===== src/rtl/vdc_pkg.sv =====
// ----------------------------------------------------------------------------
// vdc_pkg
// Shared types and constants for the voice DC blocker, gain and soft limiter.
// ----------------------------------------------------------------------------
package vdc_pkg;

	localparam int FRAME_MAX = 512;
	localparam int POS_W = $clog2(FRAME_MAX + 1);

	localparam int SAMPLE_W = 16;
	localparam int HIST_W = 26;
	localparam int GAIN_W = 10;
	localparam int LEVEL_W = 15;
	localparam int LIMCNT_W = 10;

	localparam int SUM_W = 40;
	localparam int ROOT_W = SUM_W / 2;
	localparam int DEN_W = 19;
	localparam int STEP_W = $clog2(SUM_W + 1);
	localparam int SHORT_STEPS = 16;
	localparam int ROOT_CNT_W = $clog2(ROOT_W + 1);

	localparam int QDEPTH = 2;
	localparam int QPTR_W = $clog2(QDEPTH);
	localparam int QCNT_W = $clog2(QDEPTH + 1);

	localparam int CFG_IDX_W = 2;
	localparam int CFG_DATA_W = 15;

	localparam logic [CFG_IDX_W-1:0] REG_GAIN = 2'd0;
	localparam logic [CFG_IDX_W-1:0] REG_KNEE = 2'd1;
	localparam logic [CFG_IDX_W-1:0] REG_CEIL = 2'd2;

	localparam logic [GAIN_W-1:0] GAIN_RST = 10'd256;
	localparam logic [LEVEL_W-1:0] KNEE_RST = 15'd28672;
	localparam logic [LEVEL_W-1:0] CEIL_RST = 15'd32751;

	localparam logic [SUM_W-1:0] SUM_MAX = '1;
	localparam logic [LIMCNT_W-1:0] LIMCNT_MAX = '1;

	typedef struct packed {
		logic signed [SAMPLE_W-1:0] sample_in;
		logic frame_last;
		logic clear_history;
	} in_item_t;

	typedef struct packed {
		logic signed [SAMPLE_W-1:0] out_sample;
		logic frame_end;
		logic [15:0] pre_limit_rms;
		logic [LEVEL_W-1:0] post_limit_rms;
		logic [LEVEL_W-1:0] post_limit_peak;
		logic [LIMCNT_W-1:0] limited_samples;
	} out_item_t;

	typedef struct packed {
		logic [GAIN_W-1:0] gain_q8;
		logic [LEVEL_W-1:0] limit_knee;
		logic [LEVEL_W-1:0] limit_ceiling;
	} cfg_t;

	typedef struct packed {
		logic signed [SAMPLE_W-1:0] clamped;
		logic close;
		logic [POS_W-1:0] count;
	} q_entry_t;

	typedef struct packed {
		logic push;
		q_entry_t entry;
	} q_wr_t;

	typedef struct packed {
		logic valid;
		q_entry_t entry;
	} q_rd_t;

	typedef struct packed {
		logic start;
		logic long_mode;
		logic [SUM_W-1:0] dividend;
		logic [DEN_W-1:0] divisor;
	} div_req_t;

	typedef struct packed {
		logic done;
		logic [SUM_W-1:0] quotient;
	} div_rsp_t;

endpackage


===== src/rtl/vdc_front.sv =====
// ----------------------------------------------------------------------------
// vdc_front
// Input side: DC blocker with history, 16-bit clamp and frame close detection.
// ----------------------------------------------------------------------------
module vdc_front (
	input logic clk,
	input logic arst_n,
	input logic in_valid,
	output logic in_stall,
	input vdc_pkg::in_item_t in_item,
	input logic q_full,
	output vdc_pkg::q_wr_t q_wr
);
	import vdc_pkg::*;

	logic signed [SAMPLE_W-1:0] xp_q;
	logic signed [HIST_W-1:0] yp_q;
	logic [POS_W-1:0] pos_q;

	logic accept;
	logic signed [SAMPLE_W-1:0] xp;
	logic signed [HIST_W-1:0] yp;
	logic signed [HIST_W+7:0] yp_x255;
	logic signed [HIST_W-1:0] fb;
	logic signed [HIST_W+1:0] y_full;
	logic signed [HIST_W-1:0] y_sat;
	logic signed [SAMPLE_W-1:0] clamped;
	logic [POS_W-1:0] n;
	logic close;

	assign in_stall = q_full;
	assign accept = in_valid && !q_full;

	assign xp = in_item.clear_history ? '0 : xp_q;
	assign yp = in_item.clear_history ? '0 : yp_q;
	assign yp_x255 = ((HIST_W + 8)'(yp) <<< 8) - (HIST_W + 8)'(yp);
	assign fb = yp_x255[HIST_W+7:8];
	assign y_full = (HIST_W + 2)'(in_item.sample_in) - (HIST_W + 2)'(xp) + (HIST_W + 2)'(fb);

	always_comb begin
		if (y_full > 28'sd33554431) begin
			y_sat = 26'sd33554431;
		end else if (y_full < -28'sd33554432) begin
			y_sat = -26'sd33554432;
		end else begin
			y_sat = y_full[HIST_W-1:0];
		end
		if (y_sat > 26'sd32767) begin
			clamped = 16'sd32767;
		end else if (y_sat < -26'sd32768) begin
			clamped = -16'sd32768;
		end else begin
			clamped = y_sat[SAMPLE_W-1:0];
		end
	end

	assign n = pos_q + 1'b1;
	assign close = in_item.frame_last || (n >= POS_W'(FRAME_MAX));

	assign q_wr.push = accept;
	assign q_wr.entry.clamped = clamped;
	assign q_wr.entry.close = close;
	assign q_wr.entry.count = n;

	always_ff @(posedge clk or negedge arst_n) begin
		if (!arst_n) begin
			xp_q <= '0;
			yp_q <= '0;
			pos_q <= '0;
		end else if (accept) begin
			xp_q <= in_item.sample_in;
			yp_q <= y_sat;
			pos_q <= close ? '0 : n;
		end
	end

endmodule


===== src/rtl/vdc_queue.sv =====
// ----------------------------------------------------------------------------
// vdc_queue
// Short item queue between the filter front and the limiter back.
// ----------------------------------------------------------------------------
module vdc_queue (
	input logic clk,
	input logic arst_n,
	input vdc_pkg::q_wr_t wr,
	output logic full,
	output vdc_pkg::q_rd_t rd,
	input logic pop
);
	import vdc_pkg::*;

	q_entry_t mem_q [QDEPTH];
	logic [QPTR_W-1:0] wr_ptr_q;
	logic [QPTR_W-1:0] rd_ptr_q;
	logic [QCNT_W-1:0] cnt_q;

	logic do_push;
	logic do_pop;

	assign full = (cnt_q == QCNT_W'(QDEPTH));
	assign rd.valid = (cnt_q != '0);
	assign rd.entry = mem_q[rd_ptr_q];
	assign do_push = wr.push && !full;
	assign do_pop = pop && rd.valid;

	always_ff @(posedge clk) begin
		if (do_push) begin
			mem_q[wr_ptr_q] <= wr.entry;
		end
	end

	always_ff @(posedge clk or negedge arst_n) begin
		if (!arst_n) begin
			wr_ptr_q <= '0;
			rd_ptr_q <= '0;
			cnt_q <= '0;
		end else begin
			if (do_push) begin
				wr_ptr_q <= wr_ptr_q + 1'b1;
			end
			if (do_pop) begin
				rd_ptr_q <= rd_ptr_q + 1'b1;
			end
			case ({do_push, do_pop})
				2'b10: cnt_q <= cnt_q + 1'b1;
				2'b01: cnt_q <= cnt_q - 1'b1;
				default: cnt_q <= cnt_q;
			endcase
		end
	end

endmodule


===== src/rtl/vdc_divider.sv =====
// ----------------------------------------------------------------------------
// vdc_divider
// Restoring divider, one quotient bit per cycle, short or full-width run.
// ----------------------------------------------------------------------------
module vdc_divider (
	input logic clk,
	input logic arst_n,
	input vdc_pkg::div_req_t req,
	output vdc_pkg::div_rsp_t rsp
);
	import vdc_pkg::*;

	logic [DEN_W-1:0] rem_q;
	logic [DEN_W-1:0] den_q;
	logic [SUM_W-1:0] num_q;
	logic [STEP_W-1:0] cnt_q;
	logic done_q;

	logic [DEN_W:0] trial;
	logic [DEN_W:0] diff;
	logic fits;

	assign trial = {rem_q, num_q[SUM_W-1]};
	assign diff = trial - {1'b0, den_q};
	assign fits = (trial >= {1'b0, den_q});

	assign rsp.done = done_q;
	assign rsp.quotient = num_q;

	always_ff @(posedge clk or negedge arst_n) begin
		if (!arst_n) begin
			cnt_q <= '0;
			done_q <= 1'b0;
		end else begin
			done_q <= !req.start && (cnt_q == STEP_W'(1));
			if (req.start) begin
				cnt_q <= req.long_mode ? STEP_W'(SUM_W) : STEP_W'(SHORT_STEPS);
			end else if (cnt_q != '0) begin
				cnt_q <= cnt_q - 1'b1;
			end
		end
	end

	always_ff @(posedge clk) begin
		if (req.start) begin
			den_q <= req.divisor;
			if (req.long_mode) begin
				rem_q <= '0;
				num_q <= req.dividend;
			end else begin
				rem_q <= req.dividend[SHORT_STEPS +: DEN_W];
				num_q <= {req.dividend[SHORT_STEPS-1:0], {(SUM_W - SHORT_STEPS){1'b0}}};
			end
		end else if (cnt_q != '0) begin
			rem_q <= fits ? diff[DEN_W-1:0] : trial[DEN_W-1:0];
			num_q <= {num_q[SUM_W-2:0], fits};
		end
	end

endmodule


===== src/rtl/vdc_back.sv =====
// ----------------------------------------------------------------------------
// vdc_back
// Gain, soft limiter, frame statistics, RMS by divide and square root, output.
// ----------------------------------------------------------------------------
module vdc_back (
	input logic clk,
	input logic arst_n,
	input vdc_pkg::cfg_t cfg,
	input vdc_pkg::q_rd_t rd,
	output logic pop,
	output vdc_pkg::div_req_t div_req,
	input vdc_pkg::div_rsp_t div_rsp,
	output logic out_valid,
	input logic out_stall,
	output vdc_pkg::out_item_t out_item
);
	import vdc_pkg::*;

	typedef enum logic [3:0] {
		ST_IDLE, ST_MUL, ST_LIM, ST_OVR, ST_LSTART, ST_DIVL, ST_CAP, ST_POST,
		ST_ACC, ST_PSTART, ST_DIVP, ST_SQP, ST_QSTART, ST_DIVQ, ST_SQQ, ST_EMIT
	} state_t;

	state_t state_q;
	logic signed [SAMPLE_W-1:0] clamped_q;
	logic close_q;
	logic [POS_W-1:0] count_q;
	logic signed [26:0] prod_q;
	logic [30:0] presq_q;
	logic neg_q;
	logic [17:0] mag_q;
	logic [17:0] over_q;
	logic [LEVEL_W-1:0] range_q;
	logic [32:0] ovprod_q;
	logic [DEN_W-1:0] den_q;
	logic [LEVEL_W-1:0] magfin_q;
	logic signed [SAMPLE_W-1:0] sample_q;
	logic [29:0] postsq_q;
	logic [SUM_W-1:0] pre_sum_q;
	logic [SUM_W-1:0] post_sum_q;
	logic [LEVEL_W-1:0] peak_q;
	logic [LIMCNT_W-1:0] lim_cnt_q;
	logic [15:0] pre_rms_q;
	logic [SUM_W-1:0] sq_num_q;
	logic [ROOT_W-1:0] root_q;
	logic [ROOT_W+1:0] srem_q;
	logic [ROOT_CNT_W-1:0] sq_cnt_q;
	logic out_valid_q;
	out_item_t out_item_q;

	logic signed [26:0] prod_c;
	logic signed [31:0] csq;
	logic [18:0] gabs;
	logic [17:0] mag_c;
	logic [32:0] ovp;
	logic [DEN_W-1:0] den_c;
	logic [SUM_W:0] pre_add;
	logic [SUM_W:0] post_add;
	logic [LEVEL_W-1:0] capped;
	logic signed [SAMPLE_W-1:0] sample_c;
	logic [29:0] msq;
	logic [ROOT_W+3:0] sq_pair;
	logic [ROOT_W+3:0] sq_test;
	logic [ROOT_W+3:0] sq_diff;
	logic sq_fit;
	logic out_free;

	assign prod_c = clamped_q * $signed({1'b0, cfg.gain_q8});
	assign csq = clamped_q * clamped_q;
	assign gabs = prod_q[26] ? (~prod_q[26:8] + 1'b1) : prod_q[26:8];
	assign mag_c = gabs[17:0];
	assign ovp = over_q * range_q;
	assign den_c = DEN_W'(over_q) + DEN_W'(range_q);
	assign pre_add = {1'b0, pre_sum_q} + (SUM_W + 1)'(presq_q);
	assign post_add = {1'b0, post_sum_q} + (SUM_W + 1)'(postsq_q);
	assign capped = (mag_q > 18'(cfg.limit_ceiling)) ? cfg.limit_ceiling : mag_q[LEVEL_W-1:0];
	assign sample_c = neg_q ? -$signed({1'b0, capped}) : $signed({1'b0, capped});
	assign msq = magfin_q * magfin_q;
	assign sq_pair = {srem_q, sq_num_q[SUM_W-1 -: 2]};
	assign sq_test = {2'b00, root_q, 2'b01};
	assign sq_diff = sq_pair - sq_test;
	assign sq_fit = (sq_pair >= sq_test);
	assign out_free = !out_valid_q || !out_stall;

	assign pop = (state_q == ST_IDLE) && rd.valid;
	assign out_valid = out_valid_q;
	assign out_item = out_item_q;

	always_comb begin
		div_req.start = (state_q == ST_LSTART) || (state_q == ST_PSTART)
			|| (state_q == ST_QSTART);
		div_req.long_mode = (state_q != ST_LSTART);
		div_req.divisor = (state_q == ST_LSTART) ? den_q : DEN_W'(count_q);
		case (state_q)
			ST_LSTART: div_req.dividend = SUM_W'(ovprod_q);
			ST_PSTART: div_req.dividend = pre_sum_q;
			default: div_req.dividend = post_sum_q;
		endcase
	end

	always_ff @(posedge clk or negedge arst_n) begin
		if (!arst_n) begin
			state_q <= ST_IDLE;
			clamped_q <= '0;
			close_q <= 1'b0;
			count_q <= '0;
			prod_q <= '0;
			presq_q <= '0;
			neg_q <= 1'b0;
			mag_q <= '0;
			over_q <= '0;
			range_q <= '0;
			ovprod_q <= '0;
			den_q <= '0;
			magfin_q <= '0;
			sample_q <= '0;
			postsq_q <= '0;
			pre_sum_q <= '0;
			post_sum_q <= '0;
			peak_q <= '0;
			lim_cnt_q <= '0;
			pre_rms_q <= '0;
			sq_num_q <= '0;
			root_q <= '0;
			srem_q <= '0;
			sq_cnt_q <= '0;
			out_valid_q <= 1'b0;
			out_item_q <= '0;
		end else begin
			if (out_valid_q && !out_stall && (state_q != ST_EMIT)) begin
				out_valid_q <= 1'b0;
			end
			case (state_q)
				ST_IDLE: begin
					if (rd.valid) begin
						clamped_q <= rd.entry.clamped;
						close_q <= rd.entry.close;
						count_q <= rd.entry.count;
						state_q <= ST_MUL;
					end
				end
				ST_MUL: begin
					prod_q <= prod_c;
					presq_q <= csq[30:0];
					state_q <= ST_LIM;
				end
				ST_LIM: begin
					pre_sum_q <= pre_add[SUM_W] ? SUM_MAX : pre_add[SUM_W-1:0];
					neg_q <= prod_q[26];
					mag_q <= mag_c;
					over_q <= mag_c - 18'(cfg.limit_knee);
					range_q <= (cfg.limit_ceiling > cfg.limit_knee)
						? (cfg.limit_ceiling - cfg.limit_knee) : '0;
					state_q <= (mag_c > 18'(cfg.limit_knee)) ? ST_OVR : ST_CAP;
				end
				ST_OVR: begin
					ovprod_q <= ovp;
					den_q <= den_c;
					state_q <= ST_LSTART;
				end
				ST_LSTART: begin
					state_q <= ST_DIVL;
				end
				ST_DIVL: begin
					if (div_rsp.done) begin
						mag_q <= 18'(cfg.limit_knee) + 18'(div_rsp.quotient[LEVEL_W-1:0]);
						if (lim_cnt_q != LIMCNT_MAX) begin
							lim_cnt_q <= lim_cnt_q + 1'b1;
						end
						state_q <= ST_CAP;
					end
				end
				ST_CAP: begin
					magfin_q <= capped;
					sample_q <= sample_c;
					state_q <= ST_POST;
				end
				ST_POST: begin
					postsq_q <= msq;
					if (magfin_q > peak_q) begin
						peak_q <= magfin_q;
					end
					state_q <= ST_ACC;
				end
				ST_ACC: begin
					post_sum_q <= post_add[SUM_W] ? SUM_MAX : post_add[SUM_W-1:0];
					state_q <= close_q ? ST_PSTART : ST_EMIT;
				end
				ST_PSTART: begin
					state_q <= ST_DIVP;
				end
				ST_DIVP, ST_DIVQ: begin
					if (div_rsp.done) begin
						sq_num_q <= div_rsp.quotient;
						root_q <= '0;
						srem_q <= '0;
						sq_cnt_q <= ROOT_CNT_W'(ROOT_W);
						state_q <= (state_q == ST_DIVP) ? ST_SQP : ST_SQQ;
					end
				end
				ST_SQP, ST_SQQ: begin
					sq_num_q <= {sq_num_q[SUM_W-3:0], 2'b00};
					srem_q <= sq_fit ? sq_diff[ROOT_W+1:0] : sq_pair[ROOT_W+1:0];
					root_q <= {root_q[ROOT_W-2:0], sq_fit};
					sq_cnt_q <= sq_cnt_q - 1'b1;
					if (sq_cnt_q == ROOT_CNT_W'(1)) begin
						state_q <= (state_q == ST_SQP) ? ST_QSTART : ST_EMIT;
					end
				end
				ST_QSTART: begin
					pre_rms_q <= root_q[15:0];
					state_q <= ST_DIVQ;
				end
				ST_EMIT: begin
					if (out_free) begin
						out_valid_q <= 1'b1;
						out_item_q.out_sample <= sample_q;
						out_item_q.frame_end <= close_q;
						if (close_q) begin
							out_item_q.pre_limit_rms <= pre_rms_q;
							out_item_q.post_limit_rms <= root_q[LEVEL_W-1:0];
							out_item_q.post_limit_peak <= peak_q;
							out_item_q.limited_samples <= lim_cnt_q;
							pre_sum_q <= '0;
							post_sum_q <= '0;
							peak_q <= '0;
							lim_cnt_q <= '0;
						end else begin
							out_item_q.pre_limit_rms <= '0;
							out_item_q.post_limit_rms <= '0;
							out_item_q.post_limit_peak <= '0;
							out_item_q.limited_samples <= '0;
						end
						state_q <= ST_IDLE;
					end
				end
				default: state_q <= ST_IDLE;
			endcase
		end
	end

endmodule


===== src/rtl/voice_dc_block_gain_soft_limit_unit.sv =====
// ----------------------------------------------------------------------------
// voice_dc_block_gain_soft_limit_unit
// DC-blocking high-pass, Q8 gain and rational soft limiter with frame stats.
// ----------------------------------------------------------------------------
//  channel | signals                           | accepted when
//  --------+-----------------------------------+---------------------------
//  in      | in_valid, in_stall, in_item       | in_valid && !in_stall
//  out     | out_valid, out_stall, out_item    | out_valid && !out_stall
//  cfg     | cfg_we, cfg_index, cfg_wdata      | cfg_we
//
//  Each item passes through the back sequencer, with a 16-step divide added
//  when it is limited, and two 40-step divides by the sample count and two
//  20-step square roots added when it closes a frame.
//  The front filters one item per cycle, while the queue is not full, into a two-item queue; in_stall is the
//  queue being full. Output holds in its register while out_stall is high.
//  Reset clears filter history, frame statistics and the registers to defaults.
// ----------------------------------------------------------------------------
module voice_dc_block_gain_soft_limit_unit (
	input logic clk,
	input logic arst_n,
	input logic in_valid,
	output logic in_stall,
	input vdc_pkg::in_item_t in_item,
	output logic out_valid,
	input logic out_stall,
	output vdc_pkg::out_item_t out_item,
	input logic cfg_we,
	input logic [vdc_pkg::CFG_IDX_W-1:0] cfg_index,
	input logic [vdc_pkg::CFG_DATA_W-1:0] cfg_wdata
);
	import vdc_pkg::*;

	cfg_t cfg_q;
	q_wr_t q_wr;
	q_rd_t q_rd;
	logic q_full;
	logic q_pop;
	div_req_t div_req;
	div_rsp_t div_rsp;

	always_ff @(posedge clk or negedge arst_n) begin
		if (!arst_n) begin
			cfg_q.gain_q8 <= GAIN_RST;
			cfg_q.limit_knee <= KNEE_RST;
			cfg_q.limit_ceiling <= CEIL_RST;
		end else if (cfg_we) begin
			case (cfg_index)
				REG_GAIN: cfg_q.gain_q8 <= cfg_wdata[GAIN_W-1:0];
				REG_KNEE: cfg_q.limit_knee <= cfg_wdata[LEVEL_W-1:0];
				REG_CEIL: cfg_q.limit_ceiling <= cfg_wdata[LEVEL_W-1:0];
				default: cfg_q <= cfg_q;
			endcase
		end
	end

	vdc_front u_front (
		.clk(clk),
		.arst_n(arst_n),
		.in_valid(in_valid),
		.in_stall(in_stall),
		.in_item(in_item),
		.q_full(q_full),
		.q_wr(q_wr)
	);

	vdc_queue u_queue (
		.clk(clk),
		.arst_n(arst_n),
		.wr(q_wr),
		.full(q_full),
		.rd(q_rd),
		.pop(q_pop)
	);

	vdc_divider u_divider (
		.clk(clk),
		.arst_n(arst_n),
		.req(div_req),
		.rsp(div_rsp)
	);

	vdc_back u_back (
		.clk(clk),
		.arst_n(arst_n),
		.cfg(cfg_q),
		.rd(q_rd),
		.pop(q_pop),
		.div_req(div_req),
		.div_rsp(div_rsp),
		.out_valid(out_valid),
		.out_stall(out_stall),
		.out_item(out_item)
	);

	a_stats_zero_mid_frame: assert property (@(posedge clk) disable iff (!arst_n)
		out_valid && !out_item.frame_end |-> out_item.pre_limit_rms == '0
			&& out_item.post_limit_rms == '0 && out_item.post_limit_peak == '0
			&& out_item.limited_samples == '0)
		else $error("frame stats nonzero on a mid-frame item");

	a_sample_symmetric: assert property (@(posedge clk) disable iff (!arst_n)
		out_valid |-> out_item.out_sample != 16'sh8000)
		else $error("limited sample outside symmetric range");

	a_rms_below_peak: assert property (@(posedge clk) disable iff (!arst_n)
		out_valid && out_item.frame_end |-> out_item.post_limit_rms <= out_item.post_limit_peak)
		else $error("post-limit rms exceeds frame peak");

endmodule


===== config.mk =====
export PLATFORM = sky130hd
export DESIGN_NAME = voice_dc_block_gain_soft_limit_unit
export DESIGN_NICKNAME = d
export VERILOG_FILES = /design/src/rtl/vdc_pkg.sv /design/src/rtl/vdc_front.sv /design/src/rtl/vdc_queue.sv /design/src/rtl/vdc_divider.sv /design/src/rtl/vdc_back.sv /design/src/rtl/voice_dc_block_gain_soft_limit_unit.sv
export SDC_FILE = /design/constraint.sdc
export NUM_CORES = 2
export LEC_CHECK = 0
export ABC_CLOCK_PERIOD_IN_PS = 13200
export BUFFER_PORTS_ARGS = -buffer_cell sky130_fd_sc_hd__buf_2
export CORE_ASPECT_RATIO = 1.1
export CORE_MARGIN = 5
export CORE_UTILIZATION = 45
export DETAILED_ROUTE_END_ITERATION = 8
export GPL_ROUTABILITY_DRIVEN = 0
export PLACE_DENSITY_LB_ADDON = 0.3
export RECOVER_POWER = 50
export SLEW_MARGIN = 20
export SYNTH_ARGS = -nofsm -noshare
export SYNTH_HDL_FRONTEND = slang
export SYNTH_HIERARCHICAL = 1
export SYNTH_SLANG_ARGS = --single-unit

===== constraint.sdc =====
create_clock -name clk -period 13.2 [get_ports clk]
set_input_delay 2.64 -clock clk [delete_from_list [all_inputs] [get_ports clk]]
set_output_delay 2.64 -clock clk [all_outputs]
set_load 0.05 [all_outputs]

==> out/metrics.yaml <==
sta:
  max-slew-margin-rel_pct: -180
  hold_slack_ns: 0.458
  layout_setup_ws_ns: 3.23
  fin_tns_setup_ns: 0
  worstMarginPinSlew_ns: 4.20
  setup_viol_count_final: 0
  maxSlewViolCount: 1372
  hold_viol: 0
  rsz0062_at_grt: "no"
  skew_ns: 0.0502
  min_period_ns: 9.97
  fmax_mhz: 100
  finalCritPeriodShare_pct: 75.5
synthesis:
  ys_types: 116
  synth_area_leaders: "dfrtp_1, fa_1, ha_1"
  synth_area_um2: 73900
  ys_seq_elements: 760
  syn_inst: 8024
  ys_seq_area_share_pct: 26.7
  avgSynthCellArea_um2: 9.21
  synth.net_count: 9388
  async_flop_share_pct: 82.6
  synth_edf_count: 132
  yosys.area.top_type: "dfrtp_1"
  netlist.area_leader.share_pct: 20.7
  ys_warn_count: 6
  synth_ff_type: "dfrtp_1"
hold_path:
  whs_path_depth: 2
  hold_class: "register to register"
job:
  cap_viol_max_count: 20
routing:
  vias_per_cell: 5.55
  dr.pass1.iters: 9
  drc: 0
  ant_nets: 0
  num_vias: 56335
  drt-total-wl_um: 200000
  wire_per_inst_um: 19.7
  drtIter0Drc: 4108
global_routing:
  grt_start_max_net_pins: 180
  antenna_found_initial: 9
  gr-usage-all-layers_pct: 23.1
  grt_pass1_vias: 58020
  grt_pass1_wl_um: 320000
  overflow: 0
clocking:
  cts_buffers: 86
  cts.repair.resized: 0
  clkLatencyLatePin_ns: 0.70
  cts_hold_buf: 0
  clkSinkCount: 760
  cts_tree: "built"
  postCtsSetupBuffers: 0
  clk_pin_slew_ns: 0.06
  cts_buffer_depth: 3
  cts-root-buf: "clkbuf_16"
  htree_levels: 3
run_status:
  violations: "max-capacitance violations, max-slew violations"
  outcome: "finished, violations left"
floorplanning:
  fp.coreArea_um2: 164000
  dieWidth_um: 396
  pin_count: 115
  fp.dieArea_um2: 172000
  initial_core_util_pct: 45.1
  rows: 156
  fp.dieH_um: 435
place:
  placed_cells: 9997
  dp_hpwl_um: 153000
  post-place-ws_ns: 2.69
  portBuffers: 114
cells_and_area:
  multi_input_area_um2: 48400
  stdcell_count: 10158
  drive_gt1_share_pct: 6.61
  regArea_um2: 19700
  syn_to_final_growth_pct: 7.10
  final_nets: 9317
  fillers: 15453
critical_path:
  crit_required_ns: 13.58
  r2r_cells: 22
  cp-end-kind: "register"
  crit_arrival_ns: 10.35
  cp-start-kind: "primary input"
  cp_max_fo: 46
  crit_type: "primary input to register"
[registers in the layout, summed over array words and instances (netlist names), 20 cells and up]
name	flops
u_divider/num_q	40
u_queue/mem_q	54
u_back/pre_sum_q	40
u_front/yp_q	26
u_back/post_sum_q	40
u_back/ovprod_q	33
u_back/presq_q	30
u_back/sq_num_q	40
u_back/root_q	20
u_back/out_item	73
u_back/srem_q	22
u_back/postsq_q	29
cfg_q	40
[cell families (layout without fill, tap and decap cells)]
kind of cell	Yosys count	in the layout	share of synthesized area (%)
DFF	760	760	26.7
muxes	221	221	3.34
and+or+nand+nor	2405	2405	15.1
buffers and inverters	1503	1503	7.77
xor gates and xnor gates	357	357	4.26
adders and majority gates	1324	1324	30.1
AOI/OAI and AO/OA	1454	1454	12.8
other	0	1	0
[per-layer routing]
layer | up-vias | part of all wire, % | wire (um) | GRT usage, %
met2 | 1693 | 48 | 96100 | 38.9
met4 | 2 | 4.6 | 9140 | 9.45
met1 | 27942 | 42 | 83600 | 30.2
met3 | 430 | 5.7 | 11500 | 3.08
li1 | 26268 | - | - | -
met5 | - | 0.0065 | 13 | 0
[path summary, 6_finish.rpt]
kind	startpoint	end	slack, ns
worst max-delay path	in_item[0]	u_queue/mem_q[0][12]	3.23
worst min-delay path	u_back/out_item[44]	u_back/out_item[44]	0.46
worst max register to register	u_back/range_q[8]	u_back/ovprod_q[31]	5.39
min in group asynchronous	arst_n	u_back/out_item[11]	3.16
worst min register to register	u_back/out_item[44]	u_back/out_item[44]	0.46
max in group asynchronous	arst_n	cfg_q[3]	3.86
[cells in the mapped netlist, types with 13 or more instances]
master       n
nand3_1    185
a211oi_1    32
dfstp_2     18
o211ai_1    25
a22oi_1     35
fa_1       752
a22o_1      48
a21oi_1    323
nand2_1   1117
nand2b_1    68
nor2_1     388
inv_1     1154
a21o_1     136
nor4_1      20
o21a_1      52
xnor2_1    219
mux2_4      20
or3_1       34
a31oi_1     78
and3_1      55
clkbuf_1   292
o21ai_1     25
o31ai_1     44
a221o_1     25
and2_1     278
ha_1       572
nor3_1      74
o21ai_0    411
dfrtp_1    610
mux2_2     124
nand4_1     37
o21bai_1    30
xor2_1     135
buf_1       16
mux2i_1     77
nor2b_1     62
edfxtp_1   132
or2_2       13
buf_2       19
[layout by cell type (no fill, tap or decap), drive strengths merged, types with 23 or more instances in the layout]
cell / synthesis / layout
a211oi: 34 / 34
a21o: 137 / 137
a21oi: 328 / 328
a221o: 25 / 25
a22o: 48 / 48
a22oi: 35 / 35
a31oi: 82 / 82
and2: 279 / 279
and3: 55 / 55
buf: 49 / 156
clkbuf: 293 / 144
clkinv: 5 / 27
dfrtp: 610 / 610
edfxtp: 132 / 132
fa: 752 / 752
ha: 572 / 572
inv: 1156 / 1166
mux2: 144 / 144
mux2i: 77 / 77
nand2: 1117 / 1117
nand2b: 68 / 68
nand3: 185 / 185
nand4: 37 / 37
nor2: 391 / 391
nor2b: 62 / 62
nor3: 75 / 75
nor4: 23 / 23
o211ai: 25 / 25
o21a: 53 / 53
o21ai: 440 / 440
o21bai: 30 / 30
o31ai: 46 / 46
or3: 37 / 37
xnor2: 219 / 219
xor2: 138 / 138
[layout make-up]
type,instances,share of cell area (%)
inverters,1161,5.51
clock inverters,42,0.703
clock buffers,117,3.07
diodes,1,0.00316
well taps,2133,3.37
repair buffers,183,1.29
flip-flops and latches,760,24.9
multi-input cells,5761,61.2
[through the flow]
step	instance area [um^2]	utilization, %
after CTS	79400	48.5
final	79100	48.3
after floorplan	73900	-
after global routing	79100	48.3
after global placement	76400	46.7
after detailed placement	76400	46.7
[worst max-delay path, stage by stage]
cell and delay, ns:
buf_2 0.43, buf_4 0.48, nand2b_1 0.31, ha_1 0.32, a21o_1 0.20, a2111oi_0 0.38
o32ai_1 0.24, a221oi_1 0.64, or3_1 0.20, a31oi_1 0.07, o21ai_0 0.44, xnor2_1 0.21
fa_1 0.45, ha_1 0.41, a21o_1 0.22, a21o_1 0.18, a21oi_1 0.31, nand3_1 0.12
a21oi_1 0.26, nor3_1 0.09, or3b_2 0.55, inv_1 0.20, o21ai_1 0.14, o21ai_2 0.64
a21oi_1 0.20
Power is left out: the tool's default activity adds up to more than one toggle a clock period on the data nets, which glitch-free logic cannot reach.
